[src/rtl/sfsw_pkg.sv]
// Shared types and constants of the stuffed-frame stop-and-wait receiver.
// The link bytes, control codes, event codes and the result record live here.
// No dependencies.
package sfsw_pkg;

	localparam logic [7:0] FLAG_BYTE  = 8'h7E;
	localparam logic [7:0] ESC_BYTE   = 8'h7D;
	localparam logic [7:0] STUFF_MASK = 8'h20;

	localparam logic [7:0] CTL_SET    = 8'b0000_0011;
	localparam logic [7:0] CTL_DISC   = 8'b0000_1011;
	localparam logic [7:0] CTL_UA     = 8'b0000_0111;
	localparam logic [7:0] CTL_I_SEQ0 = 8'b0000_0000;
	localparam logic [7:0] CTL_I_SEQ1 = 8'b0100_0000;
	localparam logic [7:0] CTL_RR     = 8'b0000_0101;
	localparam logic [7:0] CTL_REJ    = 8'b0000_0001;
	localparam logic [7:0] R_BIT      = 8'b1000_0000;

	localparam logic [7:0] RX_ADDRESS_RST    = 8'd3;
	localparam logic [7:0] REPLY_ADDRESS_RST = 8'd1;

	// configuration register indexes
	localparam logic CFG_RX_ADDRESS    = 1'b0;
	localparam logic CFG_REPLY_ADDRESS = 1'b1;

	typedef enum logic [2:0] {
		EV_PAYLOAD  = 3'd0,
		EV_GOOD     = 3'd1,
		EV_BCC2_ERR = 3'd2,
		EV_DUP      = 3'd3,
		EV_SET      = 3'd4,
		EV_DISC     = 3'd5,
		EV_UA       = 3'd6
	} sfsw_event_t;

	typedef struct packed {
		sfsw_event_t ev;
		logic [7:0]  payload;
		logic        reply_valid;
		logic [7:0]  reply_control;
		logic [7:0]  reply_bcc;
		logic        seq_now;
	} sfsw_result_t;

endpackage

[src/rtl/sfsw_frame_fsm.sv]
// Frame parser: flag hunt, header check, destuffing, BCC2 check and reply choice.
// Processes one byte per step and holds the frame state. Depends on sfsw_pkg.
module sfsw_frame_fsm import sfsw_pkg::*; (
	input  logic         clk,
	input  logic         arst_n,
	input  logic         step,
	input  logic [7:0]   byte_in,
	input  logic [7:0]   rx_address,
	input  logic [7:0]   reply_address,
	output logic         res_valid,
	output sfsw_result_t res
);

	typedef enum logic [2:0] {
		PH_HUNT, PH_ADDR, PH_CTRL, PH_BCC1, PH_DATA, PH_SEND
	} phase_t;

	typedef enum logic [2:0] {
		KIND_NONE, KIND_SET, KIND_DISC, KIND_UA, KIND_INEW, KIND_IDUP
	} kind_t;

	phase_t     phase_q, phase_d;
	kind_t      kind_q, kind_d;
	logic       seq_q, seq_d;
	logic [7:0] held_q, held_d;
	logic       held_vld_q, held_vld_d;
	logic       esc_q, esc_d;
	logic [7:0] xor_q, xor_d;

	logic [7:0] ctl;
	logic [7:0] data_byte;
	logic [7:0] i_new_ctl;
	logic [7:0] i_dup_ctl;
	logic       bcc_ok;

	assign i_new_ctl = seq_q ? CTL_I_SEQ1 : CTL_I_SEQ0;
	assign i_dup_ctl = seq_q ? CTL_I_SEQ0 : CTL_I_SEQ1;
	assign bcc_ok    = held_vld_q && !esc_q && (held_q == xor_q);
	assign data_byte = esc_q ? (byte_in ^ STUFF_MASK) : byte_in;

	always_comb begin
		phase_d    = phase_q;
		kind_d     = kind_q;
		seq_d      = seq_q;
		held_d     = held_q;
		held_vld_d = held_vld_q;
		esc_d      = esc_q;
		xor_d      = xor_q;
		res_valid  = 1'b0;
		ctl        = 8'h00;
		res        = '0;
		res.ev     = EV_PAYLOAD;

		unique case (phase_q)
			PH_ADDR: begin
				if (byte_in != FLAG_BYTE) begin
					if (byte_in == rx_address) begin
						xor_d   = byte_in;
						phase_d = PH_CTRL;
					end else begin
						phase_d = PH_HUNT;
						kind_d  = KIND_NONE;
					end
				end
			end
			PH_CTRL: begin
				phase_d = PH_BCC1;
				xor_d   = xor_q ^ byte_in;
				if (byte_in == CTL_SET)        kind_d = KIND_SET;
				else if (byte_in == CTL_DISC)  kind_d = KIND_DISC;
				else if (byte_in == CTL_UA)    kind_d = KIND_UA;
				else if (byte_in == i_new_ctl) kind_d = KIND_INEW;
				else if (byte_in == i_dup_ctl) kind_d = KIND_IDUP;
				else begin
					// bad control: drop, a flag reopens
					xor_d   = xor_q;
					kind_d  = KIND_NONE;
					phase_d = (byte_in == FLAG_BYTE) ? PH_ADDR : PH_HUNT;
				end
			end
			PH_BCC1: begin
				if (byte_in != xor_q) begin
					kind_d  = KIND_NONE;
					phase_d = (byte_in == FLAG_BYTE) ? PH_ADDR : PH_HUNT;
				end else if (kind_q == KIND_INEW || kind_q == KIND_IDUP) begin
					xor_d      = 8'h00;
					held_vld_d = 1'b0;
					held_d     = 8'h00;
					esc_d      = 1'b0;
					phase_d    = PH_DATA;
				end else begin
					phase_d = PH_SEND;
				end
			end
			PH_SEND: begin
				kind_d = KIND_NONE;
				if (byte_in != FLAG_BYTE) begin
					phase_d = PH_HUNT;
				end else begin
					phase_d   = PH_ADDR;
					res_valid = 1'b1;
					case (kind_q)
						KIND_SET: begin
							res.ev          = EV_SET;
							res.reply_valid = 1'b1;
							ctl             = CTL_UA;
						end
						KIND_DISC: begin
							res.ev          = EV_DISC;
							res.reply_valid = 1'b1;
							ctl             = CTL_DISC;
						end
						default: res.ev = EV_UA;
					endcase
				end
			end
			PH_DATA: begin
				if (byte_in == FLAG_BYTE) begin
					phase_d         = PH_ADDR;
					kind_d          = KIND_NONE;
					held_vld_d      = 1'b0;
					esc_d           = 1'b0;
					res_valid       = 1'b1;
					res.reply_valid = 1'b1;
					if (kind_q == KIND_IDUP) begin
						res.ev = EV_DUP;
						ctl    = CTL_RR | (seq_q ? R_BIT : 8'h00);
					end else if (bcc_ok) begin
						seq_d  = ~seq_q;
						res.ev = EV_GOOD;
						ctl    = CTL_RR | (seq_q ? 8'h00 : R_BIT);
					end else begin
						res.ev = EV_BCC2_ERR;
						ctl    = CTL_REJ | (seq_q ? R_BIT : 8'h00);
					end
				end else if (!esc_q && byte_in == ESC_BYTE) begin
					esc_d = 1'b1;
				end else begin
					esc_d      = 1'b0;
					held_d     = data_byte;
					held_vld_d = 1'b1;
					// release the previous byte; it is known not to be BCC2
					if (held_vld_q && kind_q == KIND_INEW) begin
						xor_d       = xor_q ^ held_q;
						res_valid   = 1'b1;
						res.ev      = EV_PAYLOAD;
						res.payload = held_q;
					end
				end
			end
			default: begin
				kind_d  = KIND_NONE;
				phase_d = (byte_in == FLAG_BYTE) ? PH_ADDR : PH_HUNT;
			end
		endcase

		res.reply_control = res.reply_valid ? ctl : 8'h00;
		res.reply_bcc     = res.reply_valid ? (reply_address ^ ctl) : 8'h00;
		res.seq_now       = seq_d;
	end

	always_ff @(posedge clk or negedge arst_n) begin
		if (!arst_n) begin
			phase_q    <= PH_HUNT;
			kind_q     <= KIND_NONE;
			seq_q      <= 1'b0;
			held_q     <= 8'h00;
			held_vld_q <= 1'b0;
			esc_q      <= 1'b0;
			xor_q      <= 8'h00;
		end else if (step) begin
			phase_q    <= phase_d;
			kind_q     <= kind_d;
			seq_q      <= seq_d;
			held_q     <= held_d;
			held_vld_q <= held_vld_d;
			esc_q      <= esc_d;
			xor_q      <= xor_d;
		end
	end

endmodule

[src/rtl/sfsw_out_stage.sv]
// Result register with valid/ready toward the consumer.
// Loads a result record while the consumer may still be taking the previous one.
// Depends on sfsw_pkg.
module sfsw_out_stage import sfsw_pkg::*; (
	input  logic         clk,
	input  logic         arst_n,
	input  logic         load,
	input  sfsw_result_t res_in,
	output logic         free,
	output logic         out_valid,
	input  logic         out_ready,
	output sfsw_result_t res_out
);

	logic         valid_q;
	sfsw_result_t res_q;

	assign free      = !valid_q || out_ready;
	assign out_valid = valid_q;
	assign res_out   = res_q;

	always_ff @(posedge clk or negedge arst_n) begin
		if (!arst_n) begin
			valid_q <= 1'b0;
		end else if (free) begin
			valid_q <= load;
		end
	end

	always_ff @(posedge clk) begin
		if (free && load) begin
			res_q <= res_in;
		end
	end

endmodule

[src/rtl/stuffed_frame_stop_and_wait_receiver.sv]
// Top level of the stuffed-frame stop-and-wait receiver: input register,
// configuration registers, frame parser and result register.
// Depends on sfsw_pkg, sfsw_frame_fsm and sfsw_out_stage.
//
//   channel   signals                               direction
//   in        in_valid, in_ready, rx_byte           request into the block
//   out       out_valid, out_ready, event_res,      result request out of the block
//             payload_byte, reply_valid,
//             reply_control, reply_bcc, seq_now
//   cfg       cfg_valid, cfg_ready, cfg_index,      register write, always ready
//             cfg_data
//
// One byte per cycle unless the result register is full and stalled; each byte is
// held in the input register, then the parser writes the result register.
// The parser state advances only when the byte in the input register leaves it.
// A byte that gives a result waits while the result register is full and stalled;
// a byte that gives none passes regardless. Reset loads addresses 3 and 1.
module stuffed_frame_stop_and_wait_receiver import sfsw_pkg::*; (
	input  logic       clk,
	input  logic       arst_n,
	input  logic       in_valid,
	output logic       in_ready,
	input  logic [7:0] rx_byte,
	output logic       out_valid,
	input  logic       out_ready,
	output logic [2:0] event_res,
	output logic [7:0] payload_byte,
	output logic       reply_valid,
	output logic [7:0] reply_control,
	output logic [7:0] reply_bcc,
	output logic       seq_now,
	input  logic       cfg_valid,
	output logic       cfg_ready,
	input  logic       cfg_index,
	input  logic [7:0] cfg_data
);

	logic [7:0]   rx_address_q;
	logic [7:0]   reply_address_q;
	logic         valid_s1;
	logic [7:0]   byte_s1;
	logic         advance;
	logic         res_valid;
	logic         out_free;
	sfsw_result_t res;
	sfsw_result_t res_out;

	assign cfg_ready = 1'b1;

	always_ff @(posedge clk or negedge arst_n) begin
		if (!arst_n) begin
			rx_address_q    <= RX_ADDRESS_RST;
			reply_address_q <= REPLY_ADDRESS_RST;
		end else if (cfg_valid) begin
			unique case (cfg_index)
				CFG_RX_ADDRESS:    rx_address_q    <= cfg_data;
				CFG_REPLY_ADDRESS: reply_address_q <= cfg_data;
				default: ;
			endcase
		end
	end

	// hold the byte while its result cannot be stored
	assign advance  = valid_s1 && (out_free || !res_valid);
	assign in_ready = !valid_s1 || advance;

	always_ff @(posedge clk or negedge arst_n) begin
		if (!arst_n) begin
			valid_s1 <= 1'b0;
		end else if (in_ready) begin
			valid_s1 <= in_valid;
		end
	end

	always_ff @(posedge clk) begin
		if (in_ready && in_valid) begin
			byte_s1 <= rx_byte;
		end
	end

	sfsw_frame_fsm u_fsm (
		.clk           (clk),
		.arst_n        (arst_n),
		.step          (advance),
		.byte_in       (byte_s1),
		.rx_address    (rx_address_q),
		.reply_address (reply_address_q),
		.res_valid     (res_valid),
		.res           (res)
	);

	sfsw_out_stage u_out (
		.clk       (clk),
		.arst_n    (arst_n),
		.load      (advance && res_valid),
		.res_in    (res),
		.free      (out_free),
		.out_valid (out_valid),
		.out_ready (out_ready),
		.res_out   (res_out)
	);

	assign event_res     = res_out.ev;
	assign payload_byte  = res_out.payload;
	assign reply_valid   = res_out.reply_valid;
	assign reply_control = res_out.reply_control;
	assign reply_bcc     = res_out.reply_bcc;
	assign seq_now       = res_out.seq_now;

endmodule
[config.mk]
export PLATFORM = sky130hd
export DESIGN_NAME = stuffed_frame_stop_and_wait_receiver
export DESIGN_NICKNAME = d
export VERILOG_FILES = /design/src/rtl/sfsw_pkg.sv /design/src/rtl/sfsw_frame_fsm.sv /design/src/rtl/sfsw_out_stage.sv /design/src/rtl/stuffed_frame_stop_and_wait_receiver.sv
export SDC_FILE = /design/constraint.sdc
export NUM_CORES = 1
export LEC_CHECK = 0
export ABC_AREA = 0
export BUFFER_PORTS_ARGS = -buffer_cell sky130_fd_sc_hd__buf_2
export CAP_MARGIN = 20
export CELL_PAD_IN_SITES_DETAIL_PLACEMENT = 0
export CELL_PAD_IN_SITES_GLOBAL_PLACEMENT = 2
export CORE_MARGIN = 1
export CORE_UTILIZATION = 36
export CTS_BUF_LIST = sky130_fd_sc_hd__clkbuf_4 sky130_fd_sc_hd__clkbuf_8
export CTS_CLUSTER_DIAMETER = 120
export DETAILED_ROUTE_END_ITERATION = 16
export PLACE_DENSITY = 0.76
export SETUP_SLACK_MARGIN = 0.3
export SLEW_MARGIN = 20
export SYNTH_ARGS = -nofsm -noshare
export SYNTH_HDL_FRONTEND = slang
export SYNTH_SLANG_ARGS = --single-unit
export TNS_END_PERCENT = 10
[constraint.sdc]
create_clock -name clk -period 3.2 [get_ports clk]
set_clock_uncertainty 0.15 [all_clocks]
set_input_delay 0.64 -clock clk [delete_from_list [all_inputs] [get_ports clk]]
set_output_delay 0.64 -clock clk [all_outputs]
set_load 0.005 [all_outputs]
==> results of run 1 <==
final cells by class:
cell class | count | share of cell area, %
Multi-Input combinational cell | 279 | 39.0
Inverter | 21 | 1.53
Sequential cell | 77 | 40.9
Clock inverter | 6 | 1.70
Tap cell | 147 | 3.57
Timing Repair Buffer | 89 | 10.8
Clock buffer | 10 | 2.55
layout by cell type (no fill, tap or decap), types with 6 or more instances in the layout:
cell,count
inv_1,20
a21oi_1,8
nand2_1,39
xor2_1,21
nor2_1,28
nor3_1,15
xnor2_1,6
dfrtp_1,37
edfxtp_1,34
buf_4,39
o21ai_0,20
nor4_1,8
nor2b_1,10
mux2i_1,17
clkbuf_8,9
and2_1,6
mux2_2,19
buf_2,48
worst max-delay path by stage:
stage                                       from                    endpoint  slack (ns)  cells after the start
floorplan                   byte_s1[7]$_DFFE_PP_  u_out.res_out[0]$_DFFE_PP_        0.39                      6
global placement            byte_s1[1]$_DFFE_PP_  u_fsm.xor_q[3]$_DFFE_PN0P_        0.42                      6
detailed placement          byte_s1[1]$_DFFE_PP_  u_fsm.xor_q[0]$_DFFE_PN0P_        0.36                      6
CTS                 u_fsm.phase_q[1]$_DFFE_PN0P_                    in_ready        0.32                      8
global route                byte_s1[0]$_DFFE_PP_                    in_ready        0.25                      9
finish               u_fsm.kind_q[0]$_DFFE_PN0P_                    in_ready        0.39                      7
cells in the mapped netlist (all sizes together) (3+ instances only):
library cell	count	area (um2)
o21a	5	37.5
o21ai	21	105
inv	21	78.8
clkbuf	9	63.8
mux2	20	225
nand3b	5	37.5
a21o	5	37.5
or3	3	25.0
dfstp	3	78.8
dfrtp	40	1000
nor4	11	114
a21oi	8	40.0
nor3	17	96.4
buf	17	153
nand2b	4	32.5
mux2i	17	170
a31oi	3	33.8
nor2b	11	68.8
edfxtp	34	1020
a221oi	3	26.3
xnor2	6	52.6
and2	6	37.5
or2	3	18.8
nor2	29	109
nand2	39	146
a222oi	5	50.1
xor2	21	184
registers in the layout (all words and copies together) (netlist names):
name,count
u_fsm.xor_q,8
reply_address_q,8
u_fsm.seq_q,1
u_fsm.held_vld_q,1
u_out.res_out,26
rx_address_q,8
u_fsm.phase_q,3
valid_s1,1
u_fsm.held_q,8
u_fsm.kind_q,3
u_fsm.esc_q,1
byte_s1,8
u_out.out_valid,1
power groups by stage:
stage          clock network (mW)  registers [mW]  logic (mW)
3_3_place_gp                    0            1.17       0.235
6_report                    0.829            1.14       0.268
3_5_place_dp                    0            1.17       0.242
4_1_cts                     0.852            1.14       0.261
2_1_floorplan                   0            1.15       0.188
5_1_grt                     0.894            1.15       0.295
repair_timing:
action,4_1_cts,5_1_grt
hold buffers,0,0
setup endpoints to repair,1,9
pin swaps,1,3
buffers inserted,6,11
gates resized for setup,3,7
stage by stage:
step	cells	total power, mW	area [um2]	utilization, %	hold slack, ns
6_report	629	2.24	5150	42.9	0.113
5_1_grt	629	2.34	5150	42.9	0.135
4_1_cts	618	2.26	5040	42.0	0.281
3_5_place_dp	596	1.41	4770	39.7	0.342
3_3_place_gp	596	1.40	4770	39.7	0.329
2_1_floorplan	405	1.33	4430	-	0.194
logic make-up (layout without fill, tap and decap cells):
group | after synthesis | in the layout
flops | 77 | 77
mux | 37 | 37
xor+xnor | 27 | 27
simple gates | 146 | 146
buf+inv | 49 | 126
other cells | 2 | 4
compound gates | 65 | 65
metal layers:
metal | vias up | part of all wire (%) | routed length [um] | global-route usage (%)
met1 | 1592 | 49 | 5430 | 26.5
li1 | 1573 | - | - | -
met5 | - | 0 | 0 | 0
met2 | 83 | 45 | 4910 | 26.8
met4 | 0 | 1.3 | 142 | 5.96
met3 | 13 | 4.7 | 517 | 4.55
==> qor.csv, run 1 <==
stage,metric,value,unit
power,ir_drop,0.000279,V
die,core_area,0.0120,mm2
critical_path,cp-end-kind,output port,
yosys,synth-async-reset-ratio,55.8,%
cts,clock-sinks,77,
die,initial_core_util,36.8,%
yosys,synth-warning-count,0,
cts,cts-buffers-inserted,9,
cts,clk_pin_slew,0.08,ns
global_routing,grt.total_usage,18.4,%
die,die_area,0.0127,mm2
yosys,synth.avg_cell_area,11.0,um2
placement,dp_hpwl,7.90,mm
critical_path,reg2reg_slack,0.40,ns
power,intPower,1.66,mW
yosys,synth_top_family_by_area,simple AND/OR/NAND/NOR gates,
sta,fin_crit,2.81,ns
global_routing,antenna_found_initial,0,
sta,max_freq,356,MHz
power,switching_share,25.7,%
global_routing,grt_overflow,0,
placement,post-place-ws,0.364,ns
power,p_switching,0.574,mW
yosys,synth_flop_cell,dfrtp_1,
yosys,yosys.area_share.simple,19.4,%
min_path,hp-class,input port to asynchronous set/reset pin,
critical_path,cp-start-kind,register,
cts,h-tree-depth,3,
critical_path,arrival,2.02,ns
power,p_leak,2.21,nW
sta,hold_violations,0,
yosys,ys_types,68,
yosys,ys_seq_area_share,47.5,%
sta,worst_pin_slew,0.858,ns
power,clock_power_share,37.0,%
global_routing,grt_max_degree,44,
sta,setup_viol,0,
power,seqPwrFrac,51.0,%
cells_and_area,multi_input_area,0.00201,mm2
cts,cts_root_buffer,clkbuf_8,
critical_path,path_class,register to output port,
power,combPwrFrac,12.0,%
critical_path,cp_cell_sequence,and4bb_2 > nand2_1 > o21ai_2 > nand4_1 > nor2_2 > inv_1 > buf_2,
critical_path,r2r-end,u_fsm.xor_q[4]$_DFFE_PN0P_,
cells_and_area,fillCellCount,1183,
cells_and_area,antenna_cells,0,
detailed_routing,avgViaCountPerCell,5.18,
cts,worstSkewPairLatency,0.37,ns
critical_path,path_delay_family,simple AND/OR/NAND/NOR gates,
die,fp.dieW,113,um
cts,clockBufferDepth,2,
detailed_routing,wl_per_cell,17.5,um
detailed_routing,drtAntennaViolNets,0,
yosys,synth_xor_area_share,5.35,%
yosys,netlist_area,0.00442,mm2
yosys,synth_edf_count,34,
die,pin_count,54,
sta,maxSlewViolCount,0,
sta,relSlewSlack,42.6,%
detailed_routing,vias,3261,
critical_path,slowest_delay,0.46,ns
sta,setup_ws,0.389,ns
cells_and_area,drive_above_1_share,32.4,%
critical_path,cpMaxStageDelayCell,dfrtp_2,
cells_and_area,final_nets,499,
critical_path,cp_max_fo,7,
detailed_routing,first_pass_iters,5,
global_routing,grt_pass1_vias,3141,
critical_path,worstPathRequired,2.41,ns
yosys,synth_compound_area_share,11.0,%
job,drv_cap,0,
critical_path,crit_buf_inv,2,
sta,fin_crit_sh,87.8,%
placement,numPortBuffers,49,
cts,tritoncts,done,
yosys,synth-seq-cells,77,
critical_path,rr_worst_depth,8,
yosys,yosys.area_share.adder,0,%
global_routing,grt_pass1_wl,17.5,mm
die,die_y,113,um
cells_and_area,areaGrowthSynthToFinish,16.5,%
sta,tns,0,ns
die,num_rows,40,
critical_path,crit-reg2reg-launch,byte_s1[0]$_DFFE_PP_,
detailed_routing,drc_errors,0,
placement,place.gp.congestion,0.899,
detailed_routing,drtIter0Drc,232,
sta,rsz0062_at_grt,true,
yosys,synthCells,403,
detailed_routing,totalWireLength,11.0,mm
power,power_density,435,mW/mm2
yosys,synthMuxAreaShare,8.95,%
cells_and_area,seqCellArea,0.00210,mm2
status,status,"complete, no violations",
No activity file was read; power rests on OpenSTA's default activity.
==> inputs of run 2 (changes only) <==
--- a/config.mk
+++ b/config.mk
@@ -11,11 +11,10 @@
 export CELL_PAD_IN_SITES_DETAIL_PLACEMENT = 0
 export CELL_PAD_IN_SITES_GLOBAL_PLACEMENT = 2
 export CORE_MARGIN = 1
-export CORE_UTILIZATION = 36
-export CTS_BUF_LIST = sky130_fd_sc_hd__clkbuf_4 sky130_fd_sc_hd__clkbuf_8
+export CORE_UTILIZATION = 35
 export CTS_CLUSTER_DIAMETER = 120
 export DETAILED_ROUTE_END_ITERATION = 16
-export PLACE_DENSITY = 0.76
+export PLACE_DENSITY = 0.74
 export SETUP_SLACK_MARGIN = 0.3
 export SLEW_MARGIN = 20
 export SYNTH_ARGS = -nofsm -noshare
==> run 2 against run 1 <==
Sequential cell count unchanged. Sequential share of layout area decreased by 0.29 points. Setup slack lost 0.0046 ns. Wire length decreased by 3.2%. Register-to-register slack gained 0.02 ns. First-iteration DRC count fell by 1.3%. Via count decreased by 3.0%. Hold slack improved by 0.034 ns. Sequential power is essentially flat. Power up 9.4%. Cell count rose by 1.7%. Clock power up 27%. Highest routed layer unchanged.
==> qor.csv, run 2 (synthesis gave the netlist of run 1 again) <==
stage,metric,value,unit,change
placement,numPortBuffers,49,,unchanged
cts,worstSkewPairLatency,0.34,ns,was 0.37 ns
job,drv_cap,0,,unchanged
cts,tritoncts,done,,unchanged
detailed_routing,totalWireLength,10.6,mm,was 11.0 mm
min_path,hp-class,input port to asynchronous set/reset pin,,unchanged
global_routing,grt_pass1_wl,17.2,mm,was 17.5 mm
sta,relSlewSlack,40.3,%,was 42.6%
detailed_routing,drc_errors,0,,unchanged
critical_path,cp_max_fo,3,,was 7
power,ir_drop,0.000208,V,was 0.000279 V
sta,fin_crit_sh,88.0,%,was 87.8%
sta,rsz0062_at_grt,false,,was true
critical_path,cp-end-kind,output port,,unchanged
sta,setup_viol,0,,unchanged
die,fp.dieW,114,um,was 113 um
critical_path,critPathLaunch,byte_s1[1]$_DFFE_PP_,,was u_fsm.kind_q[0]$_DFFE_PN0P_
sta,setup_ws,0.385,ns,was 0.389 ns
critical_path,rr_worst_depth,8,,unchanged
sta,whs,0.147,ns,was 0.113 ns
cts,cts_root_buffer,clkbuf_16,,was clkbuf_8
die,num_rows,40,,unchanged
critical_path,cp_cell_sequence,buf_6 > or3b_4 > nor3_2 > buf_4 > o21ai_0 > nand4_1 > nor2_2 > inv_1 > buf_2,,was and4bb_2 > nand2_1 > o21ai_2 > nand4_1 > nor2_2 > inv_1 > buf_2
detailed_routing,first_pass_iters,5,,unchanged
placement,dp_hpwl,7.69,mm,was 7.90 mm
die,core_area,0.0122,mm2,was 0.0120 mm2
cts,cts-buffers-inserted,9,,unchanged
critical_path,cp-start-kind,register,,unchanged
placement,post-place-ws,0.417,ns,was 0.364 ns
critical_path,crit-reg2reg-launch,byte_s1[1]$_DFFE_PP_,,was byte_s1[0]$_DFFE_PP_
sta,tns,0,ns,unchanged
critical_path,cpMaxStageDelayCell,edfxtp_1,,was dfrtp_2
placement,place.gp.congestion,0.805,,was 0.899
cells_and_area,largest_reg_flops,26,,unchanged
sta,max_freq,355,MHz,was 356 MHz
sta,worst_pin_slew,0.893,ns,was 0.858 ns
critical_path,slowest_delay,0.44,ns,was 0.46 ns
global_routing,antenna_found_initial,0,,unchanged
status,status,"complete, no violations",,unchanged
cells_and_area,stdcell_count,640,,was 629
detailed_routing,drtIter0Drc,229,,was 232
critical_path,arrival,2.03,ns,was 2.02 ns
placement,dp.cells,617,,was 596
power,p_leak,2.20,nW,was 2.21 nW
sta,hold_violations,0,,unchanged
critical_path,worstPathRequired,2.41,ns,about the same
cts,holdBufCountCts,0,,unchanged
cells_and_area,antenna_cells,0,,unchanged
cells_and_area,final_nets,489,,was 499
cts,clockBufferDepth,2,,unchanged
die,die_area,0.0131,mm2,was 0.0127 mm2
detailed_routing,drtAntennaViolNets,0,,unchanged
global_routing,grt_pass1_vias,3068,,was 3141
cells_and_area,layout_commonest_cell,buf_2,,unchanged
critical_path,path_class,register to output port,,unchanged
cells_and_area,areaGrowthSynthToFinish,17.1,%,was 16.5%
power,power_density,473,mW/mm2,was 435 mW/mm2
cts,clk_pin_slew,0.06,ns,was 0.08 ns
sta,maxSlewViolCount,0,,unchanged
cells_and_area,layout_common_cells,"buf_2, dfrtp_1, nand2_1, edfxtp_1, buf_4",,"was buf_2, nand2_1, buf_4, dfrtp_1, edfxtp_1"
sta,fin_crit,2.82,ns,was 2.81 ns
die,initial_core_util,36.3,%,was 36.8%
die,die_y,114,um,was 113 um
cells_and_area,drive_above_1_share,30.1,%,was 32.4%
global_routing,grt_overflow,0,,unchanged
detailed_routing,vias,3163,,was 3261
detailed_routing,avgViaCountPerCell,4.94,,was 5.18
cts,h-tree-depth,3,,unchanged
detailed_routing,wl_per_cell,16.6,um,was 17.5 um
global_routing,grt_max_degree,44,,unchanged
die,pin_count,54,,unchanged
cts,clock-sinks,77,,unchanged
global_routing,grt.total_usage,17.8,%,was 18.4%
==> run 2: changes by cell type in the layout (fill, tap and decap cells not counted), moves of 3 or more <==
cell	change
buf_4	-9
clkbuf_16	+9
clkbuf_8	-9
dfrtp_1	+3
dfrtp_2	-3
==> run 2: worst max-delay path: cells and delay by family (launching register included) <==
family	cells	cell delay [ns]
simple gates	4	0.72
flops	1	0.44
buf+inv	4	0.43
compound gates	1	0.10
==> run 2: final cells by class <==
type / count / area (um2)
Fill cell: 1191 / 6990
Sequential cell: 77 / 2100
Multi-Input combinational cell: 279 / 2000
Timing Repair Buffer: 79 / 477
Clock buffer: 9 / 225
Tap cell: 168 / 210
Clock inverter: 7 / 81.3
Inverter: 21 / 78.8
==> run 2: path summary, 6_finish.rpt <==
path,endpoint,slack (ns)
setup / recovery,in_ready,0.38
min in group clk,byte_s1[7]$_DFFE_PP_,0.32
max in group asynchronous,rx_address_q[5]$_DFFE_PN0P_,2.36
hold / removal,u_fsm.xor_q[2]$_DFFE_PN0P_,0.15
hold reg to reg,reply_address_q[6]$_DFFE_PN0P_,0.35
setup reg to reg,u_fsm.xor_q[2]$_DFFE_PN0P_,0.42
==> run 2: where the power goes <==
part	internal, mW	switching [mW]
combinational	0.121	0.134
sequential	1.09	0.0545
clock	0.616	0.435
total	1.83	0.623
==> run 2: layer usage <==
metal  global-route usage (%)  wire length [um]  share of wire, %  vias up
li1                         -                 -                 -     1567
met1                     25.8              5540                52     1514
met2                     26.1              4670                44       69
met3                     2.75               265               2.5       13
met4                     7.71               171               1.6        0
met5                        0                 0                 0        -
==> run 2: timing repair <==
action,4_1_cts,5_1_grt
pin swaps,1,2
endpoints found under the setup margin,1,1
resized for setup,1,3
endpoints found under the hold margin,0,0
setup buffers,4,3
==> run 2: metrics by stage <==
stage          cell area [um2]  power (mW)  utilization [%]
3_3_place_gp              4800        1.41             39.5
6_report                  5180        2.45             42.6
2_1_floorplan             4430        1.33                -
5_1_grt                   5180        2.55             42.6
4_1_cts                   5140        2.47             42.3
3_5_place_dp              4800        1.41             39.5
==> inputs of run 3 (changes only) <==
--- a/config.mk
+++ b/config.mk
@@ -5,16 +5,16 @@
 export SDC_FILE = /design/constraint.sdc
 export NUM_CORES = 1
 export LEC_CHECK = 0
-export ABC_AREA = 0
+export ABC_AREA = 1
 export BUFFER_PORTS_ARGS = -buffer_cell sky130_fd_sc_hd__buf_2
 export CAP_MARGIN = 20
 export CELL_PAD_IN_SITES_DETAIL_PLACEMENT = 0
 export CELL_PAD_IN_SITES_GLOBAL_PLACEMENT = 2
 export CORE_MARGIN = 1
-export CORE_UTILIZATION = 35
+export CORE_UTILIZATION = 31
 export CTS_CLUSTER_DIAMETER = 120
 export DETAILED_ROUTE_END_ITERATION = 16
-export PLACE_DENSITY = 0.74
+export PLACE_DENSITY = 0.73
 export SETUP_SLACK_MARGIN = 0.3
 export SLEW_MARGIN = 20
 export SYNTH_ARGS = -nofsm -noshare
==> run 3 against run 2 <==
Critical endpoint unchanged. Clock power hardly changed. Largest cell class unchanged. Fmax is 6.9% higher. Highest routed layer unchanged. Setup slack better by 0.18 ns. Largest power group unchanged. Global-route usage is 1.7 points lower. Synthesized area is 4.7% lower. Utilization is 5.5 points lower.
==> qor.csv, run 3 <==
stage,metric,value,unit,change
power,clock_power_share,43.6,%,was 42.9%
detailed_routing,vias,3358,,was 3163
power,switching_share,24.1,%,was 25.5%
die,fp.dieW,119,um,was 114 um
sta,maxSlewViolCount,0,,unchanged
cells_and_area,final_nets,593,,was 489
yosys,yosys-top-cells-area,"edfxtp_1, dfrtp_1, nand2_1",,"was edfxtp_1, dfrtp_1, mux2_2"
cts,h-tree-depth,3,,unchanged
critical_path,r2r-end,u_out.res_out[24]$_SDFFCE_PP0P_,,was u_fsm.xor_q[2]$_DFFE_PN0P_
detailed_routing,wl_per_cell,14.0,um,was 16.6 um
sta,fin_crit_sh,82.3,%,was 88.0%
power,ir_drop,0.000253,V,was 0.000208 V
critical_path,endpoint,in_ready,,unchanged
global_routing,grt_overflow,0,,unchanged
placement,dp_hpwl,8.34,mm,was 7.69 mm
critical_path,crit-reg2reg-launch,byte_s1[7]$_DFFE_PP_,,was byte_s1[1]$_DFFE_PP_
cts,cts-buffers-inserted,9,,unchanged
yosys,synth.most_common_cell,nand2_1,,was dfrtp_1
power,p_switching,0.589,mW,was 0.623 mW
power,p_leak,2.48,nW,was 2.20 nW
sta,relSlewSlack,61.6,%,was 40.3%
detailed_routing,first_pass_iters,4,,was 5
yosys,synth_top_area_cell,edfxtp_1,,unchanged
cells_and_area,layout_commonest_cell,nand2_1,,was buf_2
sta,max_freq,380,MHz,was 355 MHz
detailed_routing,drtIter0Drc,217,,was 229
critical_path,critPathLaunch,byte_s1[1]$_DFFE_PP_,,unchanged
cells_and_area,largest_reg_flops,26,,unchanged
detailed_routing,totalWireLength,10.5,mm,was 10.6 mm
cells_and_area,layout_common_cells,"nand2_1, inv_1, nor2_1, buf_2, dfrtp_1",,"was buf_2, dfrtp_1, nand2_1, edfxtp_1, buf_4"
yosys,synth_xor_area_share,3.33,%,was 5.35%
critical_path,arrival,1.84,ns,was 2.03 ns
cells_and_area,drive_above_1_share,18.1,%,was 30.1%
sta,fin_crit,2.63,ns,was 2.82 ns
cts,clockBufferDepth,2,,unchanged
critical_path,cpMaxStageDelayCell,edfxtp_1,,unchanged
cts,worstSkewPairLatency,0.34,ns,about the same
power,combPwrFrac,8.9,%,was 10.4%
critical_path,path_class,register to output port,,unchanged
critical_path,cp-start-kind,register,,unchanged
cts,post_cts_buffers,0,,was 4
cells_and_area,fin_util,37.1,%,was 42.6%
critical_path,cp_cell_sequence,inv_2 > nor3_4 > nand2_2 > nand2_2 > nand4_1 > buf_2,,was buf_6 > or3b_4 > nor3_2 > buf_4 > o21ai_0 > nand4_1 > nor2_2 > inv_1 > buf_2
cts,holdBufCountCts,0,,unchanged
placement,place.gp.congestion,0.853,,was 0.805
yosys,ys_top_cells_by_count,"nand2_1, inv_1, nor2_1, dfrtp_1, edfxtp_1",,"was dfrtp_1, nand2_1, edfxtp_1, nor2_1"
cts,clock-sinks,77,,unchanged
yosys,synth-seq-cells,77,,unchanged
die,core_area,0.0132,mm2,was 0.0122 mm2
sta,rsz0062_at_grt,false,,unchanged
global_routing,grt_max_degree,44,,unchanged
die,num_rows,42,,was 40
sta,hold_violations,0,,unchanged
detailed_routing,drc_errors,0,,unchanged
min_path,hp-class,input port to asynchronous set/reset pin,,unchanged
yosys,synth_top_family_by_area,simple AND/OR/NAND/NOR gates,,unchanged
power,intPower,1.85,mW,was 1.83 mW
critical_path,cpMostUsedCell,nand2_2,,
cells_and_area,areaGrowthSynthToFinish,16.6,%,was 17.1%
status,status,"complete, no violations",,unchanged
power,seqPwrFrac,47.5,%,was 46.6%
critical_path,cp-end-kind,output port,,unchanged
cells_and_area,antenna_cells,0,,unchanged
power,power_density,497,mW/mm2,was 473 mW/mm2
yosys,netlist_area,0.00421,mm2,was 0.00442 mm2
cts,cts_resized,0,,was 1
job,drv_cap,0,,unchanged
die,pin_count,54,,unchanged
die,die_y,119,um,was 114 um
yosys,synth-async-reset-ratio,55.8,%,unchanged
cts,clk_pin_slew,0.06,ns,about the same
detailed_routing,drtAntennaViolNets,0,,unchanged
global_routing,grt_pass1_vias,3085,,was 3068
yosys,synth_compound_area_share,6.86,%,was 11.0%
critical_path,rr_worst_depth,12,,was 8
yosys,synthCells,522,,was 403
die,die_area,0.0141,mm2,was 0.0131 mm2
yosys,ys_types,36,,was 68
yosys,synth_edf_count,34,,unchanged
placement,numPortBuffers,49,,unchanged
yosys,ys_seq_area_share,49.9,%,was 47.5%
sta,whs,0.154,ns,was 0.147 ns
critical_path,cp_max_fo,7,,was 3
critical_path,worstPathRequired,2.41,ns,about the same
cts,tritoncts,done,,unchanged
critical_path,reg2reg_slack,0.69,ns,was 0.42 ns
cts,cts_root_buffer,clkbuf_16,,unchanged
global_routing,grt.total_usage,16.1,%,was 17.8%
die,initial_core_util,31.8,%,was 36.3%
yosys,yosys.area_share.adder,0,%,unchanged
yosys,netlist.area_leader.share,24.2,%,was 23.1%
global_routing,antenna_found_initial,0,,unchanged
yosys,synth_flop_cell,dfrtp_1,,unchanged
yosys,yosys.area_share.simple,31.3,%,was 19.4%
yosys,synthMuxAreaShare,0,%,was 8.95%
yosys,synth-warning-count,0,,unchanged
sta,worst_pin_slew,0.576,ns,was 0.893 ns
sta,tns,0,ns,unchanged
yosys,synth.avg_cell_area,8.07,um2,was 11.0 um2
critical_path,slowest_delay,0.50,ns,was 0.44 ns
sta,setup_viol,0,,unchanged
global_routing,grt_pass1_wl,16.9,mm,was 17.2 mm
detailed_routing,avgViaCountPerCell,4.47,,was 4.94
## run 3: changes by cell type in the layout (fill, tap and decap cells not counted), sizes merged, moves of 17 or more
cell / delta
xor2: -20
nor2: +37
inv: +44
nand2: +135
nand3: +33
mux2: -20
mux2i: -17
o21ai: +19
buf: -28
## run 3: cells by family after synthesis
kind of cell,count (synthesis)
AO/OA/AOI/OAI,53
XOR/XNOR,16
other,2
AND/OR/NAND/NOR,291
flip-flops,77
buffers and inverters,83
## run 3: worst min path at each step
| stage | slack (ns) | startpoint | depth (start not counted) | to |
|---|---|---|---|---|
| 5_1_grt | 0.19 | arst_n | 1 | u_fsm.kind_q[2]$_DFFE_PN0P_ |
| 3_3_place_gp | 0.32 | reply_address_q[5]$_DFFE_PN0P_ | 2 | reply_address_q[5]$_DFFE_PN0P_ |
| 2_1_floorplan | 0.19 | arst_n | 0 | reply_address_q[1]$_DFFE_PN0P_ |
| 4_1_cts | 0.33 | rx_byte[2] | 1 | byte_s1[2]$_DFFE_PP_ |
| 3_5_place_dp | 0.33 | reply_address_q[6]$_DFFE_PN0P_ | 2 | reply_address_q[6]$_DFFE_PN0P_ |
| 6_report | 0.15 | arst_n | 1 | u_fsm.kind_q[1]$_DFFE_PN0P_ |
## run 3: power groups by stage
stage | registers (mW) | clock network (mW) | logic [mW]
6_report | 1.16 | 1.07 | 0.217
5_1_grt | 1.17 | 1.13 | 0.254
4_1_cts | 1.16 | 1.09 | 0.221
3_5_place_dp | 1.18 | 0 | 0.220
3_3_place_gp | 1.18 | 0 | 0.222
2_1_floorplan | 1.14 | 0 | 0.177
## run 3: metal layers
metal	vias up	routed length [um]	GRT usage [%]
met3	17	483	2.85
met1	1501	5190	22.7
met4	0	243	7.52
met5	-	0	0
li1	1759	-	-
met2	81	4630	23.9
## run 3: through the flow
stage	area, um2	setup slack (ns)	instances	total power [mW]
2_1_floorplan	4220	0.808	524	1.32
3_3_place_gp	4600	0.742	736	1.40
3_5_place_dp	4600	0.679	736	1.40
4_1_cts	4910	0.549	752	2.47
5_1_grt	4910	0.448	752	2.55
6_report	4910	0.568	752	2.44
## run 3: layout make-up
| cell class | count | area, um2 |
|---|---|---|
| fillers | 1425 | 8330 |
| flip-flops and latches | 77 | 2100 |
| multi-input cells | 364 | 1760 |
| repair buffers | 51 | 263 |
| inverters | 68 | 258 |
| clock buffers | 11 | 233 |
| well taps | 176 | 220 |
| clock inverters | 5 | 76.3 |
## run 3: worst max-delay path: cells and delay by family (launching register included)
kind | cells | cell delay [ns]
buf+inv | 2 | 0.31
flops | 1 | 0.50
simple gates | 4 | 0.69
